===== config.mk =====
export PLATFORM = sky130hd
export DESIGN_NAME = icaf_queue
export DESIGN_NICKNAME = d
export VERILOG_FILES = /design/src/hdl/icaf_pkg.sv /design/src/hdl/icaf_queue.sv
export SDC_FILE = /design/constraint.sdc
export NUM_CORES = 1
export LEC_CHECK = 0
export ABC_AREA = 1
export BUFFER_PORTS_ARGS = -buffer_cell sky130_fd_sc_hd__buf_4
export CAP_MARGIN = 30
export CORE_AREA = 2 2 177 196
export CTS_BUF_LIST = sky130_fd_sc_hd__clkbuf_4
export DETAILED_ROUTE_END_ITERATION = 10
export DIE_AREA = 0 0 179 198
export PLACE_DENSITY = 0.67
export SLEW_MARGIN = 40
export SYNTH_ARGS = -nofsm -noshare
export SYNTH_HDL_FRONTEND = slang
export SYNTH_SLANG_ARGS = --single-unit
export TNS_END_PERCENT = 20

===== constraint.sdc =====
create_clock -name clock -period 30.2 [get_ports clock]
set_clock_uncertainty 0.2 [all_clocks]
set_input_delay 6.04 -clock clock [delete_from_list [all_inputs] [get_ports clock]]
set_output_delay 6.04 -clock clock [all_outputs]
set_load 0.05 [all_outputs]

===== src/hdl/icaf_pkg.sv =====
// Package for the attitude filter: payload types, constants, step tables.
package icaf_pkg;

   localparam int ANGLE_WIDTH  = 32;
   localparam int CORDIC_STEPS = 16;
   localparam int STEP_BITS    = 5;
   localparam int QUEUE_DEPTH  = 2;
   localparam int TILT_LIMIT   = 5898240;
   localparam int WEIGHT_RESET = 64225;

   // Register indexes on the configuration port.
   localparam logic [3:0] REG_OFFSET_X = 4'h0;
   localparam logic [3:0] REG_OFFSET_Y = 4'h4;
   localparam logic [3:0] REG_OFFSET_Z = 4'h8;
   localparam logic [3:0] REG_WEIGHT   = 4'hC;

   typedef struct packed {
      logic signed [15:0] accel_x;
      logic signed [15:0] accel_y;
      logic signed [15:0] accel_z;
      logic signed [15:0] temp_raw;
      logic signed [15:0] gyro_x;
      logic signed [15:0] gyro_y;
      logic signed [15:0] gyro_z;
      logic [23:0]        elapsed_us;
   } req_type;

   typedef struct packed {
      logic signed [31:0] roll_angle;
      logic signed [31:0] pitch_angle;
      logic signed [31:0] yaw_angle;
      logic signed [31:0] gyro_angle_x;
      logic signed [31:0] gyro_angle_y;
      logic signed [31:0] gyro_angle_z;
      logic signed [23:0] tilt_x;
      logic signed [23:0] tilt_y;
      logic signed [14:0] temperature;
   } rsp_type;

   // Work item handed from the front part to the back part.
   typedef struct packed {
      logic signed [16:0] delta_x;
      logic signed [16:0] delta_y;
      logic signed [16:0] delta_z;
      logic [32:0]        sq_roll;
      logic [32:0]        sq_pitch;
      logic signed [15:0] accel_x;
      logic signed [15:0] accel_y;
      logic [23:0]        elapsed_us;
      logic signed [14:0] temperature;
   } work_type;

   function automatic logic signed [23:0] atan_entry(input logic [STEP_BITS-1:0] idx);
      logic signed [23:0] v;
      case (idx)
         5'd0:  v = 24'sd2949120;
         5'd1:  v = 24'sd1740967;
         5'd2:  v = 24'sd919879;
         5'd3:  v = 24'sd466945;
         5'd4:  v = 24'sd234379;
         5'd5:  v = 24'sd117304;
         5'd6:  v = 24'sd58666;
         5'd7:  v = 24'sd29335;
         5'd8:  v = 24'sd14668;
         5'd9:  v = 24'sd7334;
         5'd10: v = 24'sd3667;
         5'd11: v = 24'sd1833;
         5'd12: v = 24'sd917;
         5'd13: v = 24'sd458;
         5'd14: v = 24'sd229;
         5'd15: v = 24'sd115;
         5'd16: v = 24'sd57;
         5'd17: v = 24'sd29;
         5'd18: v = 24'sd14;
         5'd19: v = 24'sd7;
         5'd20: v = 24'sd4;
         5'd21: v = 24'sd2;
         5'd22: v = 24'sd1;
         default: v = 24'sd0;
      endcase
      return v;
   endfunction

endpackage


===== src/hdl/icaf_queue.sv =====
// Short request queue between the front and back parts.
module icaf_queue (
   input  logic               clock,
   input  logic               reset,
   input  logic               in_valid,
   output logic               in_ready,
   input  icaf_pkg::work_type in_data,
   output logic               out_valid,
   input  logic               out_ready,
   output icaf_pkg::work_type out_data
);

   icaf_pkg::work_type entry_ff [icaf_pkg::QUEUE_DEPTH];
   logic [$clog2(icaf_pkg::QUEUE_DEPTH)-1:0] wr_ff, wr_in, rd_ff, rd_in;
   logic [$clog2(icaf_pkg::QUEUE_DEPTH):0]   count_ff, count_in;
   logic push, pop;

   assign in_ready  = count_ff != ($clog2(icaf_pkg::QUEUE_DEPTH)+1)'(icaf_pkg::QUEUE_DEPTH);
   assign out_valid = count_ff != '0;
   assign out_data  = entry_ff[rd_ff];
   assign push = in_valid && in_ready;
   assign pop  = out_valid && out_ready;

   always_comb begin
      wr_in    = push ? wr_ff + 1'b1 : wr_ff;
      rd_in    = pop ? rd_ff + 1'b1 : rd_ff;
      count_in = count_ff + {{$clog2(icaf_pkg::QUEUE_DEPTH){1'b0}}, push}
                 - {{$clog2(icaf_pkg::QUEUE_DEPTH){1'b0}}, pop};
   end

   always_ff @(posedge clock) begin
      if (reset) begin
         wr_ff <= '0;
         rd_ff <= '0;
         count_ff <= '0;
      end else begin
         wr_ff <= wr_in;
         rd_ff <= rd_in;
         count_ff <= count_in;
      end
      if (push) entry_ff[wr_ff] <= in_data;
   end

endmodule


# Word-level counts from Yosys, hierarchy flattened
# Memory sizes are Yosys's and may differ from the RTL's. A register that Yosys moved wholly into a read port is not among the register bits.
# Index checks and enable logic that the tools add are counted.
[classes] add_sub_neg=4 eq_ne=1 mux=4 n_reduce_logical=3
[op_table] op="$mux 1" count=4
[op_table] op="$add 1x1->1 const B" count=2
[op_table] op="$add 2x1->2" count=1
[op_table] op="$logic_and 1x1->1" count=2
[op_table] op="$ne 2x2->1 const B" count=1
[op_table] op="$reduce_bool 2->1" count=1
[op_table] op="$sub 2x1->2" count=1
[totals] reg_bits=4 ram_bits=376 inputBits=192 output_inout_bits=190 n_memories=1
[mem_list] memory="entry_ff" depth=2 width=188 read_ports=1 rd_ports_with_merged_regs=1 wr=1 line_no="icaf_queue.sv:13" rtl="icaf_pkg::work_type entry_ff [icaf_pkg::QUEUE_DEPTH];"

# Depth between registers and ports, before layout
[logic_depth] ltp_word=4 mapped_depth=11 depth_no_buf=11

# Worst setup path after synthesis
# OpenSTA, ideal clock, no wires.
[synth_timing] path_type="input to register" start="in in_valid" end="mem entry_ff[1][0] (netlist name), enable pin" setup_ns=0.741 arrival_time_ns=14.031 required_time_ns=29.259 slack_ns=15.227 path_stages=2 path_buffers=0 path_cell_list="nand2_1 -> nor2_1"
[synth_between] elab_chain_cells=3
[synth_lines] element="from (decl)" line_no="icaf_queue.sv:5" rtl="input logic in_valid,"
[synth_lines] element="$logic_and 1x1->1" line_no="icaf_queue.sv:21" rtl="assign push = in_valid && in_ready;"
[synth_lines] element="$mux 1" line_no="icaf_queue.sv:41" rtl="if (push) entry_ff[wr_ff] <= in_data;"
[synth_lines] element="$mux 1 (implied by the code)" line_no="icaf_queue.sv:41"
[synth_lines] element="to (decl)" line_no="icaf_queue.sv:13"
# Every way passes these cells.

==> flow_summary.json <==
{
  "status": "complete, no violations",
  "grt_max_degree": 73,
  "grt_usage": 0.155,
  "rsz0062_at_grt": "false",
  "grt_pass1_wl_um": 41300,
  "finish.utilization": 0.559,
  "synth.net_count": 814,
  "io_pins": 382,
  "coreArea_sq_um": 33700,
  "die_x_um": 179,
  "drt_iter0_drc": 262,
  "drt-vias-per-instance": 4.64,
  "antenna_found_initial": 3,
  "place.port_buffers": 381,
  "crit_type": "register to output port",
  "use_met2": 0.270,
  "placed_area_sq_um": 17600,
  "tritoncts": "yes",
  "dpl.hpwl_um": 18900,
  "clk_pin_slew_worst_paths_ns": 0.06,
  "drt_first_pass_iters": 4,
  "p_total_mw": 1.76,
  "setup_viol": 0,
  "reg2reg_slack_ns": 27.17,
  "hp-class": "register to register",
  "final_common_cell": "buf_4",
  "seq_area_frac_synth": 0.801,
  "worstHoldStart": "rd_ff$_SDFFE_PP0P_",
  "nNetsFinal": 1281,
  "post_cts_buffers": 0,
  "power_density_nw_per_um2": 93.7,
  "ys_ff_latch": 381,
  "leakagePower_nw": 7.30,
  "r2r-start": "count_ff[0]$_SDFF_PP0_",
  "ir_drop_v": 0.0000626,
  "crit_fanout": 62,
  "ctsHtreeMaxLevel": 3,
  "finalHoldViolations": 0,
  "syn_avg_cell_area_sq_um": 22.9,
  "drtAntennaViolNets": 0,
  "drc": 0,
  "period_needed_ns": 9.09,
  "rows": 71,
  "cts_resized": 0,
  "n_fill_cell": 2655,
  "ctsRootBufferMaster": "clkbuf_4",
  "cp-start-kind": "register",
  "dieArea_sq_um": 35400,
  "wl_per_cell_um": 17.8,
  "fin_area_sq_um": 18800,
  "timing.rr.end": "entry_ff[1][67]$_DFFE_PP_",
  "syn2layout_area_growth_pct": 32.3,
  "cp-end-kind": "output port",
  "wl_um": 28300,
  "insertion_delay_ns": 0.69,
  "clock_sinks": 381,
  "grt_pass1_vias": 7826,
  "grt.overflow.total": 0,
  "routabilityCongestion": 0.721,
  "busiest_layer": "met2",
  "slew_violations": 0,
  "mostFrequentLayoutCells": "buf_4, edfxtp_1, clkbuf_4",
  "maxCapViolCount": 0,
  "fp.dieH_um": 198,
  "ctsHoldBuffers": 0,
  "fin_crit_sh": 0.301,
  "synthesis.area_sq_um": 14200,
  "relSlewSlack": 0.520,
  "cts_max_path_buffers": 3,
  "ys_warn_count": 0,
  "met1_usage": 0.160,
  "numCtsBuffers": 94,
  "rr_worst_depth": 7,
  "num_vias": 7372,
  "arrival_ns": 2.85,
  "layout-drive-gt1-share": 0.637,
  "synth_cells": 621,
  "met3_usage": 0.0707,
  "initial_core_util": 0.422,
  "setup-tns-final_ns": 0,
  "max_freq_mhz": 110,
  "worstHoldPathCells": 2,
  "worstMarginPinSlew_ns": 0.719,
  "required_ns": 23.96,
  "synth_cell_type_count": 14
}
-- layer usage --
layer / wire length [um] / up-vias
met5: 0 / -
li1: - / 3446
met2: 14700 / 336
met1: 9880 / 3544
met4: 642 / 0
met3: 3040 / 46
-- cells by family after synthesis --
kind of cell	after synthesis	share of synthesized area
XOR/XNOR	1	0.000616
AND/OR/NAND/NOR	19	0.00519
flip-flops	381	0.801
buffers and inverters	29	0.0161
adder cells (fa/ha/maj)	1	0.000880
AO/OA/AOI/OAI	2	0.000704
multiplexers	188	0.176
-- area by class of cell --
class                   count  area (sq um)  area share
clock inverters            15           118     0.00625
multi-input cells         211          2620       0.139
repair buffers            392          3040       0.162
inverters                   8          30.0     0.00160
clock buffers             141          1060      0.0563
flip-flops and latches    381         11400       0.606
well taps                 438           548      0.0291
diodes                      3          7.51    0.000399
-- sequential cells by signal (all words and copies together) (netlist names), named ones only --
signal,cells
entry_ff,376
count_ff,2
rd_ff,1
wr_ff,1
-- stage by stage --
| stage | hold slack (ns) | worst slack [ns] | std cells |
|---|---|---|---|
| global route | 0.369 | 20.91 | 1588 |
| finish | 0.320 | 21.11 | 1589 |
| CTS | 0.327 | 20.98 | 1584 |
| floorplan | 0.267 | 15.23 | 621 |
| detailed placement | 0.294 | 21.24 | 1428 |
| global placement | 0.282 | 21.15 | 1426 |
-- where the power goes --
| part | total, mW | internal [mW] | switching (mW) |
|---|---|---|---|
| combinational | 0.657 | 0.228 | 0.429 |
| clock | 0.414 | 0.228 | 0.186 |
| sequential | 0.692 | 0.671 | 0.0212 |
| total | 1.76 | 1.13 | 0.636 |
-- worst max-delay path: stages (launching register included) --
cell     delay (ns)
dfxtp_4        0.65
buf_12         0.45
buf_16         0.38
mux2_4         0.35
buf_4          0.19
-- synthesized netlist by cell type (all sizes together) --
| library cell | n | area share |
|---|---|---|
| mux2 | 188 | 0.18 |
| nor3 | 1 | 0.00035 |
| edfxtp | 376 | 0.79 |
| nand2 | 8 | 0.0021 |
| dfxtp | 5 | 0.0070 |
| nor2 | 9 | 0.0024 |
| buf | 21 | 0.014 |
| nand3 | 1 | 0.00035 |
| inv | 8 | 0.0021 |
| ha | 1 | 0.00088 |
| a21oi | 2 | 0.00070 |
| xnor2 | 1 | 0.00062 |
-- worst max path at each step --
| stage | depth (start not counted) | end | startpoint |
|---|---|---|---|
| final | 4 | out_data[72] | register |
| after CTS | 4 | out_data[72] | register |
| after floorplan | 2 | entry_ff[1][0]$_DFFE_PP_ | in_valid |
| after global routing | 4 | out_data[72] | register |
| after detailed placement | 5 | entry_ff[0][63]$_DFFE_PP_ | in_valid |
| after global placement | 5 | entry_ff[1][134]$_DFFE_PP_ | in_valid |
Note: power is estimated with default switching activity, not from simulation.
