[config.mk]
export PLATFORM = sky130hd
export DESIGN_NAME = icaf_front
export DESIGN_NICKNAME = d
export VERILOG_FILES = /design/src/hdl/icaf_pkg.sv /design/src/hdl/icaf_front.sv
export SDC_FILE = /design/constraint.sdc
export NUM_CORES = 2
export LEC_CHECK = 0
export BUFFER_PORTS_ARGS = -buffer_cell sky130_fd_sc_hd__buf_2
export CORE_MARGIN = 2
export CORE_UTILIZATION = 55
export CTS_CLUSTER_SIZE = 30
export DETAILED_ROUTE_END_ITERATION = 8
export PLACE_DENSITY = 0.8
export SLEW_MARGIN = 20
export SYNTH_ARGS = -nofsm -noshare
export SYNTH_HDL_FRONTEND = slang
export SYNTH_SLANG_ARGS = --single-unit
[constraint.sdc]
create_clock -name clock -period 26.5 [get_ports clock]
set_input_delay 1.325 -clock clock [delete_from_list [all_inputs] [get_ports clock]]
set_output_delay 1.325 -clock clock [all_outputs]
set_load 0.05 [all_outputs]
[src/hdl/icaf_pkg.sv]
// Package for the attitude filter: payload types, constants, step tables.
package icaf_pkg;

   localparam int ANGLE_WIDTH  = 32;
   localparam int CORDIC_STEPS = 16;
   localparam int STEP_BITS    = 5;
   localparam int QUEUE_DEPTH  = 2;
   localparam int TILT_LIMIT   = 5898240;
   localparam int WEIGHT_RESET = 64225;

   // Register indexes on the configuration port.
   localparam logic [3:0] REG_OFFSET_X = 4'h0;
   localparam logic [3:0] REG_OFFSET_Y = 4'h4;
   localparam logic [3:0] REG_OFFSET_Z = 4'h8;
   localparam logic [3:0] REG_WEIGHT   = 4'hC;

   typedef struct packed {
      logic signed [15:0] accel_x;
      logic signed [15:0] accel_y;
      logic signed [15:0] accel_z;
      logic signed [15:0] temp_raw;
      logic signed [15:0] gyro_x;
      logic signed [15:0] gyro_y;
      logic signed [15:0] gyro_z;
      logic [23:0]        elapsed_us;
   } req_type;

   typedef struct packed {
      logic signed [31:0] roll_angle;
      logic signed [31:0] pitch_angle;
      logic signed [31:0] yaw_angle;
      logic signed [31:0] gyro_angle_x;
      logic signed [31:0] gyro_angle_y;
      logic signed [31:0] gyro_angle_z;
      logic signed [23:0] tilt_x;
      logic signed [23:0] tilt_y;
      logic signed [14:0] temperature;
   } rsp_type;

   // Work item handed from the front part to the back part.
   typedef struct packed {
      logic signed [16:0] delta_x;
      logic signed [16:0] delta_y;
      logic signed [16:0] delta_z;
      logic [32:0]        sq_roll;
      logic [32:0]        sq_pitch;
      logic signed [15:0] accel_x;
      logic signed [15:0] accel_y;
      logic [23:0]        elapsed_us;
      logic signed [14:0] temperature;
   } work_type;

   function automatic logic signed [23:0] atan_entry(input logic [STEP_BITS-1:0] idx);
      logic signed [23:0] v;
      case (idx)
         5'd0:  v = 24'sd2949120;
         5'd1:  v = 24'sd1740967;
         5'd2:  v = 24'sd919879;
         5'd3:  v = 24'sd466945;
         5'd4:  v = 24'sd234379;
         5'd5:  v = 24'sd117304;
         5'd6:  v = 24'sd58666;
         5'd7:  v = 24'sd29335;
         5'd8:  v = 24'sd14668;
         5'd9:  v = 24'sd7334;
         5'd10: v = 24'sd3667;
         5'd11: v = 24'sd1833;
         5'd12: v = 24'sd917;
         5'd13: v = 24'sd458;
         5'd14: v = 24'sd229;
         5'd15: v = 24'sd115;
         5'd16: v = 24'sd57;
         5'd17: v = 24'sd29;
         5'd18: v = 24'sd14;
         5'd19: v = 24'sd7;
         5'd20: v = 24'sd4;
         5'd21: v = 24'sd2;
         5'd22: v = 24'sd1;
         default: v = 24'sd0;
      endcase
      return v;
   endfunction

endpackage

[src/hdl/icaf_front.sv]
// Front part: offset removal, sums of squares and temperature conversion.
module icaf_front (
   input  logic                clock,
   input  logic                reset,
   input  logic                req_valid,
   output logic                req_ready,
   input  icaf_pkg::req_type   req_data,
   input  logic signed [15:0]  offset_x,
   input  logic signed [15:0]  offset_y,
   input  logic signed [15:0]  offset_z,
   output logic                work_valid,
   input  logic                work_ready,
   output icaf_pkg::work_type  work_data
);

   logic                valid_ff, valid_in;
   icaf_pkg::work_type  data_ff, data_in;
   logic signed [31:0]  sq_x, sq_y, sq_z;
   logic signed [18:0]  tnum;
   logic [18:0]         tmag;
   logic [18:0]         tsum;
   logic [38:0]         tprod;
   logic [14:0]         tq;

   assign req_ready  = !valid_ff || work_ready;
   assign work_valid = valid_ff;
   assign work_data  = data_ff;

   always_comb begin
      sq_x = 32'(req_data.accel_x * req_data.accel_x);
      sq_y = 32'(req_data.accel_y * req_data.accel_y);
      sq_z = 32'(req_data.accel_z * req_data.accel_z);
      // (raw + 12412) * 5 / 17, rounded half away from zero.
      tnum = 19'((20'(req_data.temp_raw) + 20'sd12412) * 20'sd5);
      tmag = tnum[18] ? 19'(-tnum) : tnum;
      tsum = tmag + 19'd8;
      // Division by 17 as a multiply by ceil(2^24 / 17); exact for these magnitudes.
      tprod = {20'd0, tsum} * 39'd986896;
      tq   = tprod[38:24];
      data_in             = data_ff;
      data_in.delta_x     = 17'(req_data.gyro_x) - 17'(offset_x);
      data_in.delta_y     = 17'(req_data.gyro_y) - 17'(offset_y);
      data_in.delta_z     = 17'(req_data.gyro_z) - 17'(offset_z);
      data_in.sq_roll     = {1'b0, sq_z} + {1'b0, sq_x};
      data_in.sq_pitch    = {1'b0, sq_z} + {1'b0, sq_y};
      data_in.accel_x     = req_data.accel_x;
      data_in.accel_y     = req_data.accel_y;
      data_in.elapsed_us  = req_data.elapsed_us;
      data_in.temperature = tnum[18] ? 15'(-tq) : tq;
      valid_in = valid_ff;
      if (work_ready) valid_in = 1'b0;
      if (req_valid && req_ready) valid_in = 1'b1;
   end

   always_ff @(posedge clock) begin
      if (reset) valid_ff <= 1'b0;
      else valid_ff <= valid_in;
      if (req_valid && req_ready) data_ff <= data_in;
   end

endmodule

; ---- Word-level counts from Yosys, hierarchy flattened
; Cells that the tools add are included.
[op_classes]
magnitude_cmp = 0
eq_ne = 0
shift = 0
div_mod_pow = 0
reduce_logical = 4
n_addsub = 9
n_bitwise = 0
n_mux = 4
mul = 5
[ops]
columns = cell, count
row1 = 16-bit by 16-bit multiplier with 32-bit output, 3
row2 = 32-bit by 32-bit adder with 33-bit output, 2
row3 = 16-bit by 16-bit subtractor with 17-bit output, 3
row4 = 19-bit by 16-bit multiplier with 35-bit output (second input constant), 1
row5 = 19-bit by 4-bit adder with 19-bit output (second input constant), 1
row6 = 17-bit by 4-bit multiplier with 19-bit output (second input constant), 1
row7 = 19-bit two-way mux, 1
row8 = 19-bit negation, 1
row9 = 16-bit by 15-bit adder with 17-bit output (second input constant), 1
row10 = 15-bit two-way mux, 1
row11 = 15-bit negation, 1
row12 = 1-bit two-way mux, 2
row13 = 2-bit nonzero test, 1
row14 = 1-bit logical AND, 1
row15 = 1-bit logical NOT, 1
row16 = 1-bit logical OR, 1
[totals]
register_bits = 189
latchBits = 0
mem_count = 0
wordCells = 32
out_inout_bits = 190
ramBits = 0
mem_bits_ro = 0

; ---- Longest topological paths before layout
[depth]
ltp_word = 8
mapped_depth = 49
mapped_depth_nobuf = 48

; ---- Least setup slack after synthesis
; Ideal clock, no wire load.
[synth_timing]
path_kind = input-to-reg
from = in req_data[77] (netlist name)
to = reg data_ff, in the netlist work_data[14] (data pin)
setup_slack_ns = 15.002
setup_time_ns = 0.261
n_path_buf = 3
arrival_time_ns = 11.237
path_stages = 46
cell_sequence = nor3_1 -> nand3_1 -> and2_1 -> nand4_1 -> xnor2_1 -> ha_1 -> ha_1 -> buf_6 -> a41oi_1 -> o21ai_1 -> a221oi_2 -> a32o_1 -> xnor2_1 -> buf_2 -> clkbuf_1 -> o21ai_0 -> xor2_1 -> ha_1 -> [10 not listed] -> inv_1 -> fa_1 -> fa_1 -> fa_1 -> inv_1 -> ha_1 -> o21a_1 -> o21ai_0 -> a21o_1 -> o211ai_1 -> o31ai_2 -> o21bai_1 -> nor3_1 -> a21oi_1 -> or3_1 -> nor4_1 -> a41oi_1 -> xnor2_1
[synth_rtl]
columns = item, line_no
row1 = "start, declared", icaf_front.sv:7  ; input icaf_pkg::req_type req_data,
row2 = "end signal, assigned", icaf_front.sv:58  ; if (req_valid && req_ready) data_ff <= data_in;
row3 = "end, declared", icaf_front.sv:17  ; icaf_pkg::work_type data_ff, data_in;

==> summary.txt <==
Clocking
  – Sink count of the clock tree: 189
  – Library cell used as clock root buffer: sky130_fd_sc_hd__clkbuf_16
  – Clock tree from TritonCTS: done
  – Number of buffers created by CTS: 17
  – Number of hold buffers added after CTS: 0
  – Post-CTS clock slew at the launch and capture registers of the worst setup and hold paths: 0.07 ns
  – Deepest clock path buffer count: 2
  – Cts repair resizes: 0
  – Buffers inserted by post-CTS timing repair: 0
  – Number of H-tree branching levels: 4
  – Clock latency of the later-clocked register in the worst-skew pair: ~0.49 ns

Critical path
  – Most Frequent Cell on Critical Path: sky130_fd_sc_hd__ha_1
  – Max stage delay cell, worst path: sky130_fd_sc_hd__xnor2_1
  – Type of the worst setup path: in2reg
  – Critical Path Fanout Max: 39
  – FF-to-FF Start: work_valid
  – Peak per-stage delay on the critical path: 0.61 ns
  – Data required time of the critical path: 26.72 ns
  – Critical register-to-register path endpoint: work_data[32]
  – Worst endpoint data arrival time: roughly 13 ns
  – Setup slack of the most critical reg-to-reg path: 23.16 ns
  – Cell depth of the worst flop-to-flop path: 4
  – Startpoint types: primary input
  – Kind of capture point of the worst setup path: register

Finish
  – Share of post-route cells with drive strength above 1: slightly above 9%
  – Net count of the finished layout: 6,488
  – Cell area after layout: 0.04774 mm^2
  – Ant. Diodes: 0
  – Synth-to-layout area growth: 7.898%

STA
  – Final min period: 12.82 ns
  – RSZ-0062 raised after global routing: no
  – Setup slack after layout: 13.68 ns
  – Final Setup Violations: 0
  – Clock Skews: 0.01573 ns
  – Maximum clock frequency: 77.99 MHz
  – Worst slack on hold paths: 0.6453 ns
  – Final-report max-slew violation count: 0
  – Period utilisation layout: around 48%
  – Actual transition at the worst max-transition pin: 1.058 ns
  – Number of hold violations in the final report: 0
  – Final TNS setup: 0 ns
  – Max_slew headroom: between 20% and 30%

Floorplan
  – I/O Pins: 378
  – # rows: 104
  – Initial core utilization: 55.29%
  – Die ar.: 0.08274 mm^2
  – DIE HEIGHT: 287.6 um
  – Width of the chip: 287.6 um
  – Standard cell core area: about 0.08 mm^2

Hold path
  – Cell count of the worst hold path: 2
  – Min-Delay Path Class: reg2reg
  – Launch point of the worst hold path: work_valid
  – Hold path endpoint: work_valid

Synthesis
  – Unique cell type count in the Yosys netlist: 91
  – Syn Std Cell Area: ~0.044 mm^2
  – Synth Instances: 4,667
  – Async set or reset register ratio after synthesis: 0%
  – Most area-hungry cell type in the Yosys netlist: sky130_fd_sc_hd__fa_1
  – Top_reg_cell synth: sky130_fd_sc_hd__edfxtp_1
  – Synth top area share: between 30% and 40%
  – Share of the yosys chip area belonging to registers: 12.80%
  – Average footprint of a synthesized cell: 9.481 um^2
  – Total nets after synthesis: 6,178
  – Flop and latch count out of synthesis: 189
  – Cells taking the most area after synthesis: sky130_fd_sc_hd__fa_1, sky130_fd_sc_hd__ha_1, sky130_fd_sc_hd__edfxtp_1
  – Count of flip-flops with a built-in enable after synthesis: around 190
  – Yosys warns: 0

Detailed routing
  – DRT met1 WL: 40,990 um
  – Overall via count from detail_route: roughly 32k
  – Via density: 5.350
  – Met2 WL post-DR: between 50,000 and 60,000 um
  – Highest routed layer: met5
  – Antenna Violating Nets Remaining: 0
  – Initial DRC Count: 1,633
  – Remaining design rule violation count: 0
  – Routed wire length: 101,500 um
  – Router iterations before antenna repair: 5
  – Avg WL per Cell: 16.77 um
  – Wire length on met3: 5975 um

Global routing
  – Total GRT Usage: 25.44%
  – Maximum number of pins on one net before global-route repair: between 70 and 80
  – Number of antenna violations at the first check in global routing: 10
  – Number of global-route vias before repair: 34.30k
  – First-pass GRT wire length: 167,200 um
  – Residual overflow from global routing: 0

Placed design
  – Pre-CTS setup slack: ~13 ns
  – Final RePlAce weighted congestion: 0.9185
  – Number of input and output port buffers inserted: around 380
  – DP Area: 0.04715 mm^2
  – Post-DP HPWL: 86,500 um

Job
  – Max-cap check violation count: 0

Status
  – Result of the run: finished clean
## per-layer routing
| layer | up-vias | GRT usage [%] |
|---|---|---|
| met2 | 926 | 44.56 |
| li1 | 15179 | - |
| met4 | 14 | 9.740 |
| met1 | 16049 | 32.00 |
| met5 | - | 0 |
| met3 | 202 | 3.376 |
## area by class of cell
| class | instances | area [um^2] |
|---|---|---|
| multi-input cells | 3191 | 33750 |
| fillers | 6683 | 32280 |
| flip-flops and latches | 189 | 5665 |
| inverters | 1196 | 4489 |
| repair buffers | 382 | 1924 |
| well taps | 1060 | 1326 |
| clock buffers | 18 | 429.2 |
| clock inverters | 14 | 161.4 |
## flip-flops by register name, indices dropped and copies added (netlist names)
register and count:
work_data 188, work_valid 1
## worst max-delay path by stage
| stage | start | cells after the start | slack [ns] | to |
|---|---|---|---|---|
| after floorplan | req_data[77] | 46 | 15.00 | work_data[14] |
| after global placement | req_data[77] | 46 | 13.61 | work_data[14] |
| after detailed placement | req_data[77] | 46 | 13.27 | work_data[14] |
| after CTS | req_data[77] | 46 | 13.78 | work_data[14] |
| after global routing | req_data[77] | 46 | 12.73 | work_data[14] |
| final | req_data[77] | 46 | 13.68 | work_data[14] |
## synth_stat cells, types with 8 or more instances
cell	instances
sky130_fd_sc_hd__a31oi_1	23
sky130_fd_sc_hd__a21boi_0	34
sky130_fd_sc_hd__nand3_1	48
sky130_fd_sc_hd__nor4_1	14
sky130_fd_sc_hd__nand2b_1	54
sky130_fd_sc_hd__o21ai_0	125
sky130_fd_sc_hd__nor2_1	225
sky130_fd_sc_hd__or3_1	16
sky130_fd_sc_hd__o211ai_1	9
sky130_fd_sc_hd__nand3b_1	8
sky130_fd_sc_hd__or2_2	8
sky130_fd_sc_hd__nand2_1	336
sky130_fd_sc_hd__nor3_1	51
sky130_fd_sc_hd__edfxtp_1	188
sky130_fd_sc_hd__o31ai_1	9
sky130_fd_sc_hd__xor2_1	72
sky130_fd_sc_hd__fa_1	802
sky130_fd_sc_hd__o21bai_1	19
sky130_fd_sc_hd__nand4_1	15
sky130_fd_sc_hd__a211oi_1	19
sky130_fd_sc_hd__a21oi_1	163
sky130_fd_sc_hd__and2_1	143
sky130_fd_sc_hd__ha_1	521
sky130_fd_sc_hd__a21o_1	79
sky130_fd_sc_hd__a2111oi_0	9
sky130_fd_sc_hd__o21a_1	27
sky130_fd_sc_hd__xnor2_1	181
sky130_fd_sc_hd__inv_1	1193
sky130_fd_sc_hd__and3_1	27
sky130_fd_sc_hd__nor2b_1	34
sky130_fd_sc_hd__clkbuf_1	84
## logic make-up after synthesis
group | Yosys count | share of synthesized area (%)
xor gates and xnor gates | 260 | 5.316
DFF | 189 | 12.80
adders and majority gates | 1323 | 51.02
muxes | 7 | 0.1781
AOI/OAI and AO/OA | 595 | 8.760
buffers and inverters | 1287 | 10.96
and+or+nand+nor | 1006 | 10.96
## placed cells by master (no fill, tap or decap), types with 15 or more instances in the layout
cell,count
sky130_fd_sc_hd__nor2_1,225
sky130_fd_sc_hd__fa_1,802
sky130_fd_sc_hd__edfxtp_1,188
sky130_fd_sc_hd__a31oi_1,23
sky130_fd_sc_hd__clkbuf_16,17
sky130_fd_sc_hd__or3_1,16
sky130_fd_sc_hd__nand4_1,15
sky130_fd_sc_hd__a21boi_0,34
sky130_fd_sc_hd__nor2b_1,34
sky130_fd_sc_hd__xnor2_1,180
sky130_fd_sc_hd__nor3_1,50
sky130_fd_sc_hd__and2_1,142
sky130_fd_sc_hd__nand2b_1,54
sky130_fd_sc_hd__a21o_1,79
sky130_fd_sc_hd__a211oi_1,19
sky130_fd_sc_hd__a21oi_1,163
sky130_fd_sc_hd__inv_1,1193
sky130_fd_sc_hd__xor2_1,72
sky130_fd_sc_hd__o21ai_0,125
sky130_fd_sc_hd__nand2_1,336
sky130_fd_sc_hd__and3_1,27
sky130_fd_sc_hd__buf_2,377
sky130_fd_sc_hd__ha_1,521
sky130_fd_sc_hd__nand3_1,48
sky130_fd_sc_hd__o21a_1,27
sky130_fd_sc_hd__o21bai_1,19
## stage by stage
step,utilization [%],std cells
2_1_floorplan,-,4667
3_3_place_gp,58.91,6018
3_5_place_dp,58.91,6018
4_1_cts,59.65,6050
5_1_grt,59.66,6050
6_report,59.66,6050
## worst max-delay path: cells and delay by family
family / cells / cell delay [ns]
adders and majority gates: 10 / 3.74
buffers and inverters: 7 / 1.06
and+or+nand+nor: 8 / 2.08
xor gates and xnor gates: 5 / 1.49
AOI/OAI and AO/OA: 16 / 3.34
Power is left out: the tool's default activity adds up to more than one toggle a clock period on the data nets, which glitch-free logic cannot reach.
